### config.mk
export PLATFORM = sky130hd
export DESIGN_NAME = id3_frame_scanner_flat
export DESIGN_NICKNAME = d
export VERILOG_FILES = /design/src/rtl/core/id3fs_pkg.sv /design/src/rtl/core/id3fs_byte_if.sv /design/src/rtl/core/id3fs_item_if.sv /design/src/rtl/core/id3fs_front.sv /design/src/rtl/core/id3fs_queue.sv /design/src/rtl/core/id3fs_back.sv /design/src/rtl/core/id3_frame_scanner.sv /design/src/flat_wrapper.sv
export SDC_FILE = /design/constraint.sdc
export NUM_CORES = 1
export LEC_CHECK = 0
export BUFFER_PORTS_ARGS = -buffer_cell sky130_fd_sc_hd__buf_2
export CAP_MARGIN = 40
export CORE_ASPECT_RATIO = 2
export CORE_UTILIZATION = 50
export CTS_CLUSTER_DIAMETER = 50
export CTS_CLUSTER_SIZE = 8
export DETAILED_ROUTE_END_ITERATION = 10
export PLACE_DENSITY = 0.67
export SETUP_SLACK_MARGIN = 0.05
export SYNTH_ARGS = -nofsm -noshare
export SYNTH_HDL_FRONTEND = slang
export SYNTH_HIERARCHICAL = 1
export SYNTH_SLANG_ARGS = --single-unit
### constraint.sdc
create_clock -name clk -period 5.5 [get_ports clk]
set_input_delay 0.55 -clock clk [delete_from_list [all_inputs] [get_ports clk]]
set_output_delay 0.55 -clock clk [all_outputs]
set_load 0.05 [all_outputs]
### src/rtl/core/id3fs_pkg.sv
`default_nettype none
package id3fs_pkg;

	localparam int WIN_LEN  = 8;
	localparam int HDR_LEN  = 10;
	localparam int QDEPTH   = 4;
	localparam int QAW      = $clog2(QDEPTH);
	localparam int LEN_W    = 28;

	localparam logic [1:0] KIND_HDR = 2'd0;
	localparam logic [1:0] KIND_VAL = 2'd1;
	localparam logic [1:0] KIND_END = 2'd2;

	// flag bytes skipped after the eight header bytes seen in the window
	localparam logic [1:0] FLAG_BYTES = 2'(HDR_LEN - WIN_LEN);

	typedef struct packed {
		logic [1:0]       kind;
		logic [31:0]      id;
		logic [LEN_W-1:0] len;
		logic [7:0]       val;
		logic             done;
		logic             trunc;
	} res_t;

	// all results caused by one input word: an optional header/value result,
	// then an optional end item
	typedef struct packed {
		logic has_main;
		res_t main;
		logic has_end;
		logic cut;
	} entry_t;

	function automatic logic is_id_char(input logic [7:0] c);
		return (c >= 8'h41 && c <= 8'h5A) || (c >= 8'h30 && c <= 8'h39);
	endfunction

endpackage
`default_nettype wire

### src/rtl/core/id3fs_byte_if.sv
`default_nettype none
interface id3fs_byte_if;
	logic       valid;
	logic       ready;
	logic [7:0] tag_byte;
	logic       end_of_tag;

	modport source(output valid, tag_byte, end_of_tag, input ready);
	modport sink(input valid, tag_byte, end_of_tag, output ready);
endinterface
`default_nettype wire

### src/rtl/core/id3fs_item_if.sv
`default_nettype none
interface id3fs_item_if;
	logic        valid;
	logic        ready;
	logic [1:0]  item_kind;
	logic [31:0] frame_id;
	logic [27:0] frame_length;
	logic [7:0]  value_byte;
	logic        frame_done;
	logic        truncated;
	logic        run_last;

	modport source(output valid, item_kind, frame_id, frame_length, value_byte,
		frame_done, truncated, run_last, input ready);
	modport sink(input valid, item_kind, frame_id, frame_length, value_byte,
		frame_done, truncated, run_last, output ready);
endinterface
`default_nettype wire

### src/rtl/core/id3fs_front.sv
`default_nettype none
module id3fs_front (
	input  wire logic             clk,
	input  wire logic             arst_n,
	id3fs_byte_if.sink            tag_bytes,
	output logic                  push_valid,
	input  wire logic             push_ready,
	output id3fs_pkg::entry_t     push_entry
);
	import id3fs_pkg::*;

	logic [7:0]       win_q [WIN_LEN-1];
	logic [2:0]       fill_q;
	logic [1:0]       hdr_left_q;
	logic [LEN_W-1:0] pay_left_q;

	logic             accept;
	logic [7:0]       tb;
	logic             match;
	logic [LEN_W-1:0] hdr_len;
	logic [LEN_W-1:0] pay_after;
	logic             win_write;
	logic             win_slide;
	logic             got_match;
	res_t             main_res;
	logic             has_main;

	assign tb              = tag_bytes.tag_byte;
	assign tag_bytes.ready = push_ready;
	assign accept          = tag_bytes.valid && push_ready;

	// window holds the seven oldest bytes; the new byte completes it
	always_comb begin
		match = (tb < 8'h80);
		for (int i = 0; i < 4; i++) begin
			match = match && is_id_char(win_q[i]);
		end
		for (int i = 4; i < WIN_LEN-1; i++) begin
			match = match && (win_q[i] < 8'h80);
		end
	end

	assign hdr_len = {win_q[4][6:0], win_q[5][6:0], win_q[6][6:0], tb[6:0]};

	always_comb begin
		main_res  = '0;
		has_main  = 1'b0;
		pay_after = pay_left_q;
		win_write = 1'b0;
		win_slide = 1'b0;
		got_match = 1'b0;
		if (hdr_left_q != 2'd0) begin
			pay_after = pay_left_q;
		end else if (pay_left_q != '0) begin
			pay_after     = pay_left_q - 1'b1;
			has_main      = 1'b1;
			main_res.kind = KIND_VAL;
			main_res.val  = tb;
			main_res.done = (pay_left_q == LEN_W'(1));
		end else if (fill_q == 3'(WIN_LEN-1)) begin
			if (match) begin
				got_match     = 1'b1;
				has_main      = 1'b1;
				pay_after     = hdr_len;
				main_res.kind = KIND_HDR;
				main_res.id   = {win_q[0], win_q[1], win_q[2], win_q[3]};
				main_res.len  = hdr_len;
				main_res.done = (hdr_len == '0);
			end else begin
				win_slide = 1'b1;
			end
		end else begin
			win_write = 1'b1;
		end
	end

	always_comb begin
		push_entry.has_main = has_main;
		push_entry.main     = main_res;
		push_entry.has_end  = tag_bytes.end_of_tag;
		push_entry.cut      = (pay_after != '0);
		push_valid          = tag_bytes.valid && (has_main || tag_bytes.end_of_tag);
	end

	always_ff @(posedge clk or negedge arst_n) begin
		if (!arst_n) begin
			for (int i = 0; i < WIN_LEN-1; i++) begin
				win_q[i] <= '0;
			end
			fill_q     <= '0;
			hdr_left_q <= '0;
			pay_left_q <= '0;
		end else if (accept) begin
			if (tag_bytes.end_of_tag) begin
				for (int i = 0; i < WIN_LEN-1; i++) begin
					win_q[i] <= '0;
				end
				fill_q     <= '0;
				hdr_left_q <= '0;
				pay_left_q <= '0;
			end else begin
				pay_left_q <= pay_after;
				if (hdr_left_q != 2'd0) begin
					hdr_left_q <= hdr_left_q - 1'b1;
				end
				if (got_match) begin
					hdr_left_q <= FLAG_BYTES;
					fill_q     <= '0;
				end
				if (win_write) begin
					win_q[fill_q] <= tb;
					fill_q        <= fill_q + 1'b1;
				end
				if (win_slide) begin
					for (int i = 0; i < WIN_LEN-2; i++) begin
						win_q[i] <= win_q[i+1];
					end
					win_q[WIN_LEN-2] <= tb;
				end
			end
		end
	end

endmodule
`default_nettype wire

### src/rtl/core/id3fs_queue.sv
`default_nettype none
module id3fs_queue (
	input  wire logic                clk,
	input  wire logic                arst_n,
	input  wire logic                push_valid,
	output logic                     push_ready,
	input  wire id3fs_pkg::entry_t   push_entry,
	output logic                     head_valid,
	input  wire logic                pop,
	output id3fs_pkg::entry_t        head_entry
);
	import id3fs_pkg::*;

	entry_t       mem_q [QDEPTH];
	logic [QAW-1:0] wr_ptr_q;
	logic [QAW-1:0] rd_ptr_q;
	logic [QAW:0]   count_q;
	logic           do_push;
	logic           do_pop;

	assign push_ready = (count_q != (QAW+1)'(QDEPTH));
	assign head_valid = (count_q != '0);
	assign head_entry = mem_q[rd_ptr_q];
	assign do_push    = push_valid && push_ready;
	assign do_pop     = pop && head_valid;

	always_ff @(posedge clk) begin
		if (do_push) begin
			mem_q[wr_ptr_q] <= push_entry;
		end
	end

	always_ff @(posedge clk or negedge arst_n) begin
		if (!arst_n) begin
			wr_ptr_q <= '0;
			rd_ptr_q <= '0;
			count_q  <= '0;
		end else begin
			if (do_push) begin
				wr_ptr_q <= wr_ptr_q + 1'b1;
			end
			if (do_pop) begin
				rd_ptr_q <= rd_ptr_q + 1'b1;
			end
			unique case ({do_push, do_pop})
				2'b10:   count_q <= count_q + 1'b1;
				2'b01:   count_q <= count_q - 1'b1;
				default: count_q <= count_q;
			endcase
		end
	end

endmodule
`default_nettype wire

### src/rtl/core/id3fs_back.sv
`default_nettype none
module id3fs_back (
	input  wire logic               clk,
	input  wire logic               arst_n,
	input  wire logic               head_valid,
	input  wire id3fs_pkg::entry_t  head_entry,
	output logic                    pop,
	id3fs_item_if.source            items
);
	import id3fs_pkg::*;

	logic main_sent_q;
	logic out_valid_q;
	res_t out_res_q;
	logic out_last_q;

	res_t next_res;
	logic next_last;
	logic load;

	// end item goes after the main result of the same word
	always_comb begin
		next_res = '0;
		if (head_entry.has_main && !main_sent_q) begin
			next_res  = head_entry.main;
			next_last = !head_entry.has_end;
		end else begin
			next_res.kind  = KIND_END;
			next_res.done  = head_entry.cut;
			next_res.trunc = head_entry.cut;
			next_last      = 1'b1;
		end
	end

	assign load = head_valid && (!out_valid_q || items.ready);
	assign pop  = load && next_last;

	always_ff @(posedge clk or negedge arst_n) begin
		if (!arst_n) begin
			main_sent_q <= 1'b0;
			out_valid_q <= 1'b0;
		end else begin
			if (load) begin
				main_sent_q <= !next_last;
				out_valid_q <= 1'b1;
			end else if (items.ready) begin
				out_valid_q <= 1'b0;
			end
		end
	end

	always_ff @(posedge clk) begin
		if (load) begin
			out_res_q  <= next_res;
			out_last_q <= next_last;
		end
	end

	assign items.valid        = out_valid_q;
	assign items.item_kind    = out_res_q.kind;
	assign items.frame_id     = out_res_q.id;
	assign items.frame_length = out_res_q.len;
	assign items.value_byte   = out_res_q.val;
	assign items.frame_done   = out_res_q.done;
	assign items.truncated    = out_res_q.trunc;
	assign items.run_last     = out_last_q;

endmodule
`default_nettype wire

### src/rtl/core/id3_frame_scanner.sv
// ID3v2 frame scanner.
// tag_bytes: one tag byte per word, end_of_tag set on the final byte.
// items: header items (id, syncsafe length), value items (one payload byte,
//   frame_done on the last), and one end item after the final byte, with
//   truncated/frame_done set if payload bytes were still due. run_last marks
//   the last item caused by an input word.
// Throughput: one byte per cycle while the queue has room. The final byte
//   of a tag can cause two items, which leave the output one after the other.
// The edge that accepts a byte writes its entry into the four-entry queue;
//   the output register loads the item from the queue once it is free.
// Bytes that are only buffered or skipped cause no item.
// Reset clears the window, counters, queue and output register.
// When the receiver stalls, the output register holds and the queue fills;
//   tag_bytes.ready drops once four words wait in the queue.
`default_nettype none
module id3_frame_scanner (
	input  wire logic     clk,
	input  wire logic     arst_n,
	id3fs_byte_if.sink    tag_bytes,
	id3fs_item_if.source  items
);
	import id3fs_pkg::*;

	logic   push_valid;
	logic   push_ready;
	entry_t push_entry;
	logic   head_valid;
	logic   pop;
	entry_t head_entry;

	id3fs_front u_front (
		.clk        (clk),
		.arst_n     (arst_n),
		.tag_bytes  (tag_bytes),
		.push_valid (push_valid),
		.push_ready (push_ready),
		.push_entry (push_entry)
	);

	id3fs_queue u_queue (
		.clk        (clk),
		.arst_n     (arst_n),
		.push_valid (push_valid),
		.push_ready (push_ready),
		.push_entry (push_entry),
		.head_valid (head_valid),
		.pop        (pop),
		.head_entry (head_entry)
	);

	id3fs_back u_back (
		.clk        (clk),
		.arst_n     (arst_n),
		.head_valid (head_valid),
		.head_entry (head_entry),
		.pop        (pop),
		.items      (items)
	);

endmodule
`default_nettype wire

### src/flat_wrapper.sv
// flat-port wrapper written by rule: the top's interface ports become plain ports
module id3_frame_scanner_flat import id3fs_pkg::*;
  (clk, arst_n, tag_bytes_valid, tag_bytes_tag_byte, tag_bytes_end_of_tag, tag_bytes_ready, items_valid, items_item_kind, items_frame_id, items_frame_length, items_value_byte, items_frame_done, items_truncated, items_run_last, items_ready);
  id3fs_byte_if tag_bytes_i ();
  id3fs_item_if items_i ();
  input  wire logic clk;
  input  wire logic arst_n;
  input wire logic [$bits(tag_bytes_i.valid)-1:0] tag_bytes_valid;
  input wire logic [$bits(tag_bytes_i.tag_byte)-1:0] tag_bytes_tag_byte;
  input wire logic [$bits(tag_bytes_i.end_of_tag)-1:0] tag_bytes_end_of_tag;
  output wire logic [$bits(tag_bytes_i.ready)-1:0] tag_bytes_ready;
  output wire logic [$bits(items_i.valid)-1:0] items_valid;
  output wire logic [$bits(items_i.item_kind)-1:0] items_item_kind;
  output wire logic [$bits(items_i.frame_id)-1:0] items_frame_id;
  output wire logic [$bits(items_i.frame_length)-1:0] items_frame_length;
  output wire logic [$bits(items_i.value_byte)-1:0] items_value_byte;
  output wire logic [$bits(items_i.frame_done)-1:0] items_frame_done;
  output wire logic [$bits(items_i.truncated)-1:0] items_truncated;
  output wire logic [$bits(items_i.run_last)-1:0] items_run_last;
  input wire logic [$bits(items_i.ready)-1:0] items_ready;
  assign tag_bytes_i.valid = tag_bytes_valid;
  assign tag_bytes_i.tag_byte = tag_bytes_tag_byte;
  assign tag_bytes_i.end_of_tag = tag_bytes_end_of_tag;
  assign tag_bytes_ready = tag_bytes_i.ready;
  assign items_valid = items_i.valid;
  assign items_item_kind = items_i.item_kind;
  assign items_frame_id = items_i.frame_id;
  assign items_frame_length = items_i.frame_length;
  assign items_value_byte = items_i.value_byte;
  assign items_frame_done = items_i.frame_done;
  assign items_truncated = items_i.truncated;
  assign items_run_last = items_i.run_last;
  assign items_i.ready = items_ready;
  id3_frame_scanner u_core (.clk(clk), .arst_n(arst_n), .tag_bytes(tag_bytes_i), .items(items_i));
endmodule
After elaboration in Yosys (flattened, before gate mapping)
Memory sizes are Yosys's and may differ from the RTL's.
Index checks and enable logic that the tools add are counted.

cells by class
  $add $sub $neg = 7
  multiply operators = 0
  divide/modulo/power cells = 0
  magnitude comparators = 22
  eq/ne operators = 5
  shift operators = 0
  multiplexer cells = 46
  bitwise operators = 1
  reductions and logical operators = 46

operator list
  kind                                                               number
  two-way mux 60 bit                                                 3
  two-way mux 56 bit                                                 3
  two-way mux 28 bit                                                 5
  two-way mux 71 bit                                                 1
  bitwise mux 56 bit                                                 1
  nonzero test 28 bit                                                2
  greater-or-equal comparator 8 x 6 -> 1 bit, second input constant  4
  greater-or-equal comparator 8 x 7 -> 1 bit, second input constant  4
  <= comparator 8 x 6 -> 1 bit, second input constant                4
  <= comparator 8 x 7 -> 1 bit, second input constant                4
  less-than comparator 8 bit, second input constant                  4
  == test 28 x 1 -> 1 bit, second input constant                     1
  zero test 28 bit                                                   1
  subtractor 28 x 1 -> 28 bit, second input constant                 1
  demux 8 bit (select 3 bit)                                         1
  logical AND 1 bit                                                  23
  two-way mux 1 bit                                                  21
  two-way mux 8 bit                                                  2
  nonzero test 3 bit                                                 4
  two-way mux 2 bit                                                  5
  two-way mux 3 bit                                                  3
  adder 3 x 1 -> 3 bit, second input constant                        2
  logical OR 1 bit                                                   6
  one-hot mux 3 bit (2 select lines)                                 1
  other kinds (13)                                                   21

word-level totals
  register bits = 171
  bits in latches = 0
  RAM bits = 296
  bits in read-only memories = 0
  output and inout bits = 75
  word-level logic and storage cells = 150
  memories = 1

memories
  name                  words  bits a word  read ports  clocked after memory_dff  wr ports  RTL line           text
  u_core.u_queue.mem_q  4      74           1           0                         1         id3fs_queue.sv:14  entry_t mem_q [QDEPTH];

Logic depth before layout (Yosys ltp)
Gate-level depths: netlist of the first run.

  word-level depth = 19
  mapped depth = 16
  gate-level depth less buffers = 14

By module
Netlist of the first run, hierarchy kept.

by module, submodules not included
  module       instances  cells an instance  area an instance (µm²)  sequential area each (µm²)
  id3fs_queue  1          429                11,237.0                9,183.8
  id3fs_front  1          826                6,471.2                 2,227.1
  id3fs_back   1          167                2,827.7                 2,242.2

Least setup slack after synthesis of the first run
Ideal clock, no wire load.

  path type = input -> register
  from = input tag_bytes_tag_byte[7]
  to = memory u_core/u_queue/mem_q[3][0] (netlist bit) (enable)
  data arrival time = 3,544 ps
  required time = 5,101 ps
  setup slack = 1,557 ps
  stages on the path = 8
  path buffers = 2
  cells stage by stage = clkbuf_1 -> nor4_1 -> nand4_1 -> nor4_1 -> clkbuf_1 -> o21a_1 -> o21a_1 -> and3_2

between the ends
  cells in the longest elaborated chain, start to end = 17

RTL lines
  what                                     RTL line                 text
  start, declared                          flat_wrapper.sv:9        input wire logic [$bits(tag_bytes_i.tag_byte)-1:0] tag_bytes_tag_byte;
  less-than comparator 8 bit               id3fs_front.sv:34        match = (tb < 8'h80);
  logical AND 1 bit (4 in a row)           id3fs_front.sv:36        match = match && is_id_char(win_q[i]);
  logical AND 1 bit (3 in a row)           id3fs_front.sv:39        match = match && (win_q[i] < 8'h80);
  two-way mux 1 bit                        id3fs_front.sv:61        if (match) begin
  two-way mux 1 bit                        id3fs_front.sv:60        end else if (fill_q == 3'(WIN_LEN-1)) begin
  two-way mux 1 bit                        id3fs_front.sv:54        end else if (pay_left_q != '0) begin
  two-way mux 1 bit                        id3fs_front.sv:52        if (hdr_left_q != 2'd0) begin
  named net u_core.u_front.has_main        id3fs_front.sv:26        logic has_main;
  logical OR 1 bit                         id3fs_front.sv:82        push_valid = tag_bytes.valid && (has_main || tag_bytes.end_of_tag);
  logical AND 1 bit                        id3fs_front.sv:82
  named net u_core.push_valid              id3_frame_scanner.sv:24  logic push_valid;
  logical AND 1 bit                        id3fs_queue.sv:24        assign do_push = push_valid && push_ready;
  two-way mux 1 bit                        id3fs_queue.sv:28        if (do_push) begin
  two-way mux 1 bit (implied by the code)  id3fs_queue.sv:29        mem_q[wr_ptr_q] <= push_entry;
  end, declared                            id3fs_queue.sv:14

The timed path passes the listed nets, and every way through them passes these cells.

==> results of run 1 <==
==> worst min-delay path by stage <==
stage / cells past startpoint / endpoint / slack (ns) / start
floorplan: 0 / u_core/u_back/items.valid$_DFFE_PN0P_ / 0.25 / arst_n
global placement: 1 / u_core/u_queue/count_q[2]$_DFFE_PN0P_ / 0.49 / u_core/u_queue/count_q[2]$_DFFE_PN0P_
detailed placement: 1 / u_core/u_front/hdr_left_q[1]$_DFFE_PN0P_ / 0.50 / u_core/u_front/hdr_left_q[1]$_DFFE_PN0P_
CTS: 1 / u_core/u_queue/count_q[0]$_DFFE_PN0P_ / 0.11 / arst_n
global route: 1 / u_core/u_queue/count_q[0]$_DFFE_PN0P_ / 0.14 / arst_n
finish: 1 / u_core/u_queue/count_q[0]$_DFFE_PN0P_ / 0.08 / arst_n
==> logic make-up (layout without fill, tap and decap cells) <==
family | Yosys count | count (layout) | share of synthesized area
AO/OA/AOI/OAI | 186 | 186 | 0.0584
XOR/XNOR | 15 | 15 | 0.00640
adder cells (fa/ha/maj) | 11 | 11 | 0.00707
buffers and inverters | 138 | 287 | 0.0316
flip-flops | 471 | 471 | 0.665
multiplexers | 116 | 116 | 0.105
other | 1 | 6 | 0.000183
AND/OR/NAND/NOR | 484 | 484 | 0.127
==> report_power, final <==
part           internal (mW)  switching (mW)  total (mW)
registers               5.06           0.453        5.51
logic                   1.86            3.61        5.47
clock network           2.59            1.49        4.08
total                   9.51            5.55        15.1
==> cell usage in the layout, fill, tap and decap left out, types with 42 or more instances in the layout <==
cell	n
edfxtp_1	373
nor2_1	54
nand2_1	104
clkbuf_16	73
and2_1	78
and3_1	54
a21oi_1	62
buf_2	92
clkbuf_1	42
nand3_1	60
dfrtp_1	96
mux4_2	75
==> per-stage QoR <==
stage / hold slack [ns] / instances / utilization / power, mW / cell area, µm²
5_1_grt: 0.135 / 2106 / 0.587 / 15.7 / 23700
4_1_cts: 0.108 / 2106 / 0.587 / 15.2 / 23700
3_5_place_dp: 0.495 / 1984 / 0.534 / 11.1 / 21500
6_report: 0.0815 / 2106 / 0.587 / 15.1 / 23700
3_3_place_gp: 0.491 / 1976 / 0.532 / 11.0 / 21500
2_1_floorplan: 0.254 / 1427 / - / 9.40 / 20600
==> sequential cells by signal, summed over array words and instances (netlist names), 3 cells and up <==
| register | cells |
|---|---|
| u_core/u_front/hdr_len | 21 |
| u_core/u_queue/count_q | 3 |
| u_core/u_front/pay_left_q | 28 |
| u_core/u_queue/mem_q | 300 |
| u_core/u_front/win_q | 35 |
| u_core/u_back/items.frame_length | 28 |
| u_core/u_back/items.frame_id | 32 |
| u_core/u_front/fill_q | 3 |
| u_core/u_back/items.value_byte | 8 |
==> cell usage after synthesis (9+ instances only) <==
cell type / count
buf_6: 10
a31oi_1: 15
o21ai_0: 34
inv_1: 37
xnor2_1: 9
mux4_2: 75
a21oi_1: 62
mux2_2: 37
buf_2: 18
clkbuf_1: 57
dfrtp_1: 98
edfxtp_1: 373
nand2b_1: 9
nand4_1: 16
nor3_1: 31
nand2_1: 104
nor2_1: 55
and2_1: 78
buf_4: 9
nand3_1: 60
or3_1: 14
or4_1: 10
and3_1: 54
ha_1: 10
nor4_1: 22
==> final cells by class <==
type                            count  area share
Clock buffer                      115      0.0838
Timing Repair Buffer              126      0.0334
Multi-Input combinational cell    818       0.266
Sequential cell                   471       0.577
Tap cell                          530      0.0280
Inverter                           39     0.00618
Clock inverter                      7     0.00587
==> layer usage <==
| layer | GRT usage | share of wire | up-vias |
|---|---|---|---|
| li1 | - | - | 5637 |
| met1 | 0.286 | 0.36 | 6397 |
| met2 | 0.432 | 0.52 | 481 |
| met3 | 0.0373 | 0.052 | 160 |
| met4 | 0.159 | 0.065 | 0 |
| met5 | 0 | 0 | - |
==> results.py, run 1 <==
metrics = {
    "run_status": {
        "status": "finished clean",
    },
    "clock_network": {
        "ctsHoldBuffers": 0,
        "postCtsSetupRepairBufs": 0,
        "clock-sinks": 471,
        "htreeDepth": 3,
        "clk_pin_slew_ns": 0.05,
        "clockBufferDepth": 3,
        "clk-insertion-delay-late_ns": 0.57,
        "root_buffer": "clkbuf_16",
        "cts_resized": 0,
        "cts_tree": "yes",
        "cts_buffers": 70,
    },
    "global_route": {
        "grt_max_degree": 76,
        "grt_usage": 0.248,
        "grt_pass1_wl_um": 77600,
        "overflow": 0,
        "antenna_found_initial": 0,
        "grt_pass1_vias": 12917,
    },
    "die": {
        "num_rows": 104,
        "die_h_um": 289,
        "die_x_um": 145,
        "initial_core_util": 0.509,
        "core_um2": 40300,
        "io_pins": 88,
        "die-area_um2": 41900,
    },
    "synthesis": {
        "syn_area_um2": 20500,
        "synth-edff-count": 373,
        "synth_flop_cell": "edfxtp_1",
        "ys_types": 76,
        "synth_top_area_cell": "edfxtp_1",
        "ys_ff_latch": 471,
        "post_synth.cell_area_avg_um2": 14.4,
        "synth_area_leaders": "edfxtp_1 55%, dfrtp_1 12%, mux4_2 8.2%",
        "yosysSeqAreaShare": 0.665,
        "netlist.area_leader.share": 0.545,
        "syn_inst": 1422,
        "ys_async_sr_fraction": 0.208,
        "yosysWarnings": 6,
    },
    "placement": {
        "pre_cts_slack_ns": 1.35,
        "io_buffer_count": 87,
        "place_congestion": 0.977,
        "dp_hpwl_um": 33000,
    },
    "timing": {
        "setup-tns-final_ns": 0,
        "max_freq_mhz": 236,
        "fin_skew_ns": 0.0146,
        "slew_headroom": 0.400,
        "layout_min_cycle_time_ns": 4.24,
        "worstMarginPinSlew_ns": 0.892,
        "finalHoldViolations": 0,
        "finalSetupViolCount": 0,
        "worst_slack_ns": 1.26,
        "rsz0062_at_grt": "no",
        "slew_violations": 0,
        "finalCritPeriodShare": 0.771,
    },
    "critical_path": {
        "r2r_slack_ns": 1.26,
        "cp-end-kind": "flip-flop",
        "r2r_end": "u_core/u_queue/mem_q[2][0]$_DFFE_PP_",
        "crit_type": "reg -> reg",
        "r2r-start": "u_core/u_front/hdr_left_q[0]$_DFFE_PN0P_",
        "cp_data_arrival_time_ns": 4.51,
        "crit_start": "u_core/u_front/hdr_left_q[0]$_DFFE_PN0P_",
        "cp_cell_sequence": "inv_1 -> ha_1 -> nor4bb_1 -> and4_1 -> nand2_1 -> or3_1 -> a21oi_1 -> nand3_1 -> or4_1 -> or4_1",
        "critPathCapture": "u_core/u_queue/mem_q[2][0]$_DFFE_PP_",
        "cp_top_family": "simple AND/OR/NAND/NOR gates",
        "critical_path.slowest_cell": "ha_1",
        "slowest_delay_ns": 0.69,
        "crit_required_ns": 5.77,
        "cp_num_buf_inv": 1,
        "crit_top_cell": "or4_1",
        "critPathLaunchType": "flip-flop",
        "ff2ff_path_depth": 10,
        "cp_max_fo": 20,
        "cp.depth": 10,
    },
    "layout": {
        "diodes": 0,
        "area_delta_synth_final_pct": 15.3,
        "multi_input_area_um2": 6290,
        "fin_nets": 1550,
        "num-fill-cells": 3158,
        "seq_area_um2": 13700,
        "drive_above_1_share": 0.219,
    },
    "drt": {
        "wl_per_cell_um": 24.2,
        "drc": 0,
        "via_per_inst": 6.02,
        "totalWireLength_um": 50900,
        "ant_nets": 0,
        "vias": 12675,
        "drtPass1Iterations": 5,
        "drt_iter0_drc": 789,
    },
    "power_and_ir_drop": {
        "ir_drop_uv": 294,
        "p_per_area_nw_per_um2": 636,
        "leakage_nw": 8.73,
    },
    "flow_run": {
        "maxCapViolations": 0,
    },
    "worst_hold_path": {
        "hp-class": "in -> async",
    },
}
No activity file was read; power rests on OpenSTA's default activity.
==> inputs of run 2 (changes only) <==
==> constraint.sdc (replaced) <==
create_clock -name clk -period 4.3 [get_ports clk]
set_input_delay 0.43 -clock clk [delete_from_list [all_inputs] [get_ports clk]]
set_output_delay 0.43 -clock clk [all_outputs]
set_load 0.05 [all_outputs]
==> run 2 against run 1 <==
Combinational power increased by 31%. Largest power group is now combinational logic. Worst setup slack got worse by 1.0 ns. Critical path depth decreased by 3. Cell area increased by 1.0%. Worst hold slack improved by 0.092 ns.
==> results.py, run 2 (synthesis gave the netlist of run 1 again) <==
metrics = {
    "timing": {
        "slew_violations": 0,
        "max_freq_mhz": 245,
        "finalCritPeriodShare": 0.950,
        "finalHoldViolations": 0,
        "rsz0062_at_grt": "no",
        "worstMarginPinSlew_ns": 0.826,
        "slew_headroom": 0.444,
        "fin_skew_ns": 0.0185,
        "layout_min_cycle_time_ns": 4.08,
        "finalSetupViolCount": 0,
        "setup-tns-final_ns": 0,
    },
    "global_route": {
        "grt_pass1_wl_um": 80100,
        "grt_pass1_vias": 13077,
        "grt_usage": 0.259,
        "grt_max_degree": 75,
        "overflow": 0,
        "antenna_found_initial": 0,
    },
    "drt": {
        "via_per_inst": 6.02,
        "wl_per_cell_um": 24.7,
        "drt_iter0_drc": 954,
        "totalWireLength_um": 52700,
        "drtPass1Iterations": 5,
        "ant_nets": 0,
        "drc": 0,
        "vias": 12818,
    },
    "layout": {
        "layout.cells.non_filler": 2131,
        "regMostFlops": "u_core/u_queue/mem_q",
        "final_cell_mix": "373 x edfxtp_1, 104 x nand2_1, 96 x dfrtp_1, 90 x buf_2, 78 x and2_1",
        "drive_above_1_share": 0.230,
        "diodes": 0,
        "area_delta_synth_final_pct": 16.4,
        "largest_reg_flops": 300,
        "final_common_cell": "edfxtp_1",
        "final_area_um2": 23900,
        "fin_nets": 1576,
    },
    "critical_path": {
        "cp_data_arrival_time_ns": 4.37,
        "crit_top_cell": "or4_1",
        "critPathLaunchType": "flip-flop",
        "critical_path.slowest_cell": "or4_1",
        "crit_type": "reg -> reg",
        "cp_cell_sequence": "or4_1 -> nor4_1 -> and4_1 -> nand2_1 -> o21ai_0 -> nand4_1 -> or4_1",
        "r2r_slack_ns": 0.22,
        "slowest_delay_ns": 0.70,
        "cp-end-kind": "flip-flop",
        "cp_num_buf_inv": 0,
        "crit_required_ns": 4.59,
        "cp_top_family": "simple AND/OR/NAND/NOR gates",
        "cp_max_fo": 13,
    },
    "die": {
        "initial_core_util": 0.509,
        "num_rows": 104,
        "io_pins": 88,
        "die_h_um": 289,
        "core_um2": 40300,
        "die_x_um": 145,
        "die-area_um2": 41900,
    },
    "power_and_ir_drop": {
        "p_per_area_nw_per_um2": 807,
        "ir_drop_uv": 406,
        "power_mw": 19.3,
        "leakage_nw": 8.88,
    },
    "clock_network": {
        "root_buffer": "clkbuf_16",
        "clk-insertion-delay-late_ns": 0.58,
        "cts_tree": "yes",
        "clock-sinks": 471,
        "clk_pin_slew_ns": 0.05,
        "cts_buffers": 69,
        "clockBufferDepth": 3,
        "htreeDepth": 3,
    },
    "placement": {
        "dp_hpwl_um": 35500,
        "placed_cell_area_um2": 21800,
        "io_buffer_count": 87,
        "dpl.cell_count": 2010,
        "place_congestion": 0.987,
    },
    "worst_hold_path": {
        "hp-class": "in -> reg",
    },
    "flow_run": {
        "maxCapViolations": 0,
    },
    "run_status": {
        "status": "finished clean",
    },
}
run 2: cell types whose count changed in the layout (fill, tap and decap cells not counted), moves of 2 or more:
cell	delta
clkinv_16	+2
buf_2	-2
buf_4	+22
bufinv_16	-2
clkbuf_16	-2
buf_12	+5
run 2: path summary, 6_finish.rpt:
| kind | start | end | cells after the start |
|---|---|---|---|
| min | items_ready | u_core/u_back/items.valid$_DFFE_PN0P_ | 3 |
| max reg2reg | u_core/u_front/pay_left_q[12]$_DFFE_PN0P_ | u_core/u_queue/mem_q[0][0]$_DFFE_PP_ | 7 |
| max in group asynchronous | arst_n | u_core/u_front/pay_left_q[17]$_DFFE_PN0P_ | 4 |
| min reg2reg | u_core/u_queue/count_q[2]$_DFFE_PN0P_ | u_core/u_queue/count_q[2]$_DFFE_PN0P_ | 1 |
| max | u_core/u_front/pay_left_q[12]$_DFFE_PN0P_ | u_core/u_queue/mem_q[0][0]$_DFFE_PP_ | 7 |
| min in group asynchronous | arst_n | u_core/u_front/win_q[38]$_DFFE_PN0P_ | 2 |
run 2: worst min-delay path: stages:
cell      delay [ns]
buf_2           0.08
nand2b_1        0.13
nand2b_1        0.06
run 2: where the power goes:
part           internal, mW  switching [mW]
Sequential             6.46           0.602
Combinational          2.55            4.65
Clock                  3.13            1.91
run 2: layout make-up:
cell class,count,area [µm²]
clock inverter,7,136
tap,530,663
sequential,471,13700
inverter,39,146
timing repair buffer,153,1090
multi-input combinational,818,6280
clock buffer,113,1930
fill,3115,16400
run 2: stage by stage:
| stage | hold slack (ns) | worst slack [ns] | utilization |
|---|---|---|---|
| floorplan | 0.134 | 0.370 | - |
| global placement | 0.488 | 0.267 | 0.539 |
| detailed placement | 0.386 | 0.244 | 0.541 |
| CTS | 0.154 | 0.236 | 0.593 |
| global route | 0.186 | 0.177 | 0.593 |
| finish | 0.174 | 0.216 | 0.593 |
run 2: layer usage:
layer  vias to the layer above  track usage  share of wire
met5                         -            0              0
met4                         0        0.177          0.068
met3                       172       0.0371          0.046
met2                       479        0.462           0.53
met1                      6466        0.286           0.35
li1                       5701            -              -
run 2: repair_timing:
item                                   CTS  global route
buffers inserted                         0             0
hold buffers                             1             0
gates resized for setup                  0             0
endpoints found under the hold margin   27             0
==> inputs of run 3 (changes only) <==
--- a/config.mk
+++ b/config.mk
@@ -13,6 +13,7 @@
 export CTS_CLUSTER_SIZE = 8
 export DETAILED_ROUTE_END_ITERATION = 10
 export PLACE_DENSITY = 0.67
+export RECOVER_POWER = 25
 export SETUP_SLACK_MARGIN = 0.05
 export SYNTH_ARGS = -nofsm -noshare
 export SYNTH_HDL_FRONTEND = slang
==> run 3 against run 2 <==
The run now ends with max-capacitance violations, max-slew violations left. Sequential share of layout area grew 0.32 points. Clock power hardly changed. Routed wire length rose by 0.15%. Core utilization is 0.34 points lower. Sequential cell count is the same. Global-route usage is the same. Clock-buffer cell count unchanged. Maximum frequency about the same. Combinational power down 1%.
==> results.py, run 3 (synthesis gave the netlist of run 1 again) <==
metrics = {
    "die": {
        "core_um2": 40300,
        "num_rows": 104,
        "die-area_um2": 41900,
        "die_x_um": 145,
        "die_h_um": 289,
        "io_pins": 88,
        "initial_core_util": 0.509,
    },
    "layout": {
        "drive_above_1_share": 0.181,
        "largest_reg_flops": 300,
        "area_delta_synth_final_pct": 15.7,
        "final_cell_mix": "373 x edfxtp_1, 118 x clkbuf_1, 104 x nand2_1, 97 x dfrtp_1, 75 x mux4_2",
        "layout.cells.non_filler": 2131,
        "diodes": 0,
        "regMostFlops": "u_core/u_queue/mem_q",
        "fin_nets": 1576,
        "final_common_cell": "edfxtp_1",
    },
    "critical_path": {
        "cp_cell_sequence": "or4_1 -> nor4_1 -> and4_1 -> nand2_1 -> o21ai_0 -> nand4_1 -> or4_1",
        "crit_required_ns": 4.59,
        "critPathLaunchType": "flip-flop",
        "slowest_delay_ns": 0.70,
        "cp_data_arrival_time_ns": 4.38,
        "crit_top_cell": "or4_1",
        "cp_max_fo": 13,
        "critical_path.slowest_cell": "or4_1",
        "cp-end-kind": "flip-flop",
        "crit_type": "reg -> reg",
    },
    "clock_network": {
        "cts_buffers": 69,
        "cts_tree": "yes",
        "clk-insertion-delay-late_ns": 0.58,
        "clockBufferDepth": 3,
        "htreeDepth": 3,
        "cts_resized": 0,
        "postCtsSetupRepairBufs": 0,
        "clock-sinks": 471,
        "clk_pin_slew_ns": 0.05,
        "root_buffer": "clkbuf_16",
        "ctsHoldBuffers": 1,
    },
    "drt": {
        "ant_nets": 0,
        "drt_iter0_drc": 993,
        "vias": 12772,
        "drc": 0,
        "via_per_inst": 5.99,
        "drtPass1Iterations": 5,
        "totalWireLength_um": 52800,
        "wl_per_cell_um": 24.8,
    },
    "global_route": {
        "grt_pass1_wl_um": 80100,
        "grt_pass1_vias": 13077,
        "grt_usage": 0.259,
        "overflow": 0,
        "antenna_found_initial": 0,
        "grt_max_degree": 75,
    },
    "timing": {
        "rsz0062_at_grt": "no",
        "slew_violations": 63,
        "slew_headroom": -0.0693,
        "worstMarginPinSlew_ns": 1.60,
        "finalHoldViolations": 0,
        "finalCritPeriodShare": 0.950,
        "layout_min_cycle_time_ns": 4.09,
        "setup-tns-final_ns": 0,
        "max_freq_mhz": 245,
        "hold_ws_ns": 0.170,
        "fin_skew_ns": 0.0179,
        "finalSetupViolCount": 0,
    },
    "power_and_ir_drop": {
        "leakage_nw": 8.62,
        "ir_drop_uv": 408,
        "p_per_area_nw_per_um2": 808,
    },
    "run_status": {
        "status": "complete, but fails checks",
        "violations": "max-capacitance violations, max-slew violations",
    },
    "placement": {
        "io_buffer_count": 87,
        "dpl.cell_count": 2010,
        "dp_hpwl_um": 35500,
        "place_congestion": 0.987,
    },
    "flow_run": {
        "maxCapViolations": 2,
    },
    "worst_hold_path": {
        "hp-class": "in -> reg",
    },
}
==> run 3: cell types whose count changed in the layout (fill, tap and decap cells not counted), moves of 3 or more <==
| cell | previous run | this run |
|---|---|---|
| clkbuf_1 | 42 | 118 |
| and2_0 | 0 | 11 |
| clkbuf_2 | 0 | 3 |
| and2_1 | 78 | 67 |
| buf_2 | 90 | 15 |
| buf_4 | 50 | 47 |
==> run 3: critical path: cells and delay by family, from the launching register on <==
kind               cells  cell delay [ns]
DFF                    1             0.46
AOI/OAI and AO/OA      1             0.54
and+or+nand+nor        6             2.79
==> run 3: worst paths after layout <==
path                                                           start                                        end  slack [ns]  cells past startpoint
min                                                      items_ready      u_core/u_back/items.valid$_DFFE_PN0P_        0.17                      3
max reg2reg                u_core/u_front/pay_left_q[12]$_DFFE_PN0P_       u_core/u_queue/mem_q[0][0]$_DFFE_PP_        0.21                      7
max                        u_core/u_front/pay_left_q[12]$_DFFE_PN0P_       u_core/u_queue/mem_q[0][0]$_DFFE_PP_        0.21                      7
min in group asynchronous                                     arst_n   u_core/u_front/hdr_left_q[1]$_DFFE_PN0P_        0.78                      2
max in group asynchronous                                     arst_n  u_core/u_front/pay_left_q[17]$_DFFE_PN0P_        0.87                      4
min reg2reg                    u_core/u_queue/count_q[2]$_DFFE_PN0P_      u_core/u_queue/count_q[2]$_DFFE_PN0P_        0.50                      1
==> run 3: routing by layer <==
metal,GRT usage,routed length [µm],vias up
li1,-,-,5690
met2,0.462,28100,446
met3,0.0371,2340,170
met1,0.286,18700,6466
met4,0.177,3600,0
met5,0,0,-
==> run 3: layout make-up <==
| type | count | area [µm²] |
|---|---|---|
| fill | 3163 | 16600 |
| sequential | 471 | 13700 |
| multi-input combinational | 818 | 6270 |
| clock buffer | 113 | 1930 |
| timing repair buffer | 153 | 961 |
| tap | 530 | 663 |
| inverter | 39 | 146 |
| clock inverter | 7 | 136 |
==> run 3: where the power goes <==
group	total (mW)	switching, mW	internal [mW]	leakage [nW]
Combinational	7.09	4.65	2.44	2.85
Clock	5.05	1.91	3.13	0.984
Sequential	7.07	0.610	6.46	4.79
==> run 3: metrics by stage <==
| stage | util | cell area, µm² | total power [mW] | setup WS, ns |
|---|---|---|---|---|
| 2_1_floorplan | - | 20600 | 12.0 | 0.370 |
| 3_3_place_gp | 0.539 | 21700 | 14.3 | 0.267 |
| 3_5_place_dp | 0.541 | 21800 | 14.4 | 0.244 |
| 4_1_cts | 0.593 | 23900 | 19.5 | 0.236 |
| 5_1_grt | 0.589 | 23800 | 20.1 | 0.177 |
| 6_report | 0.589 | 23800 | 19.2 | 0.213 |
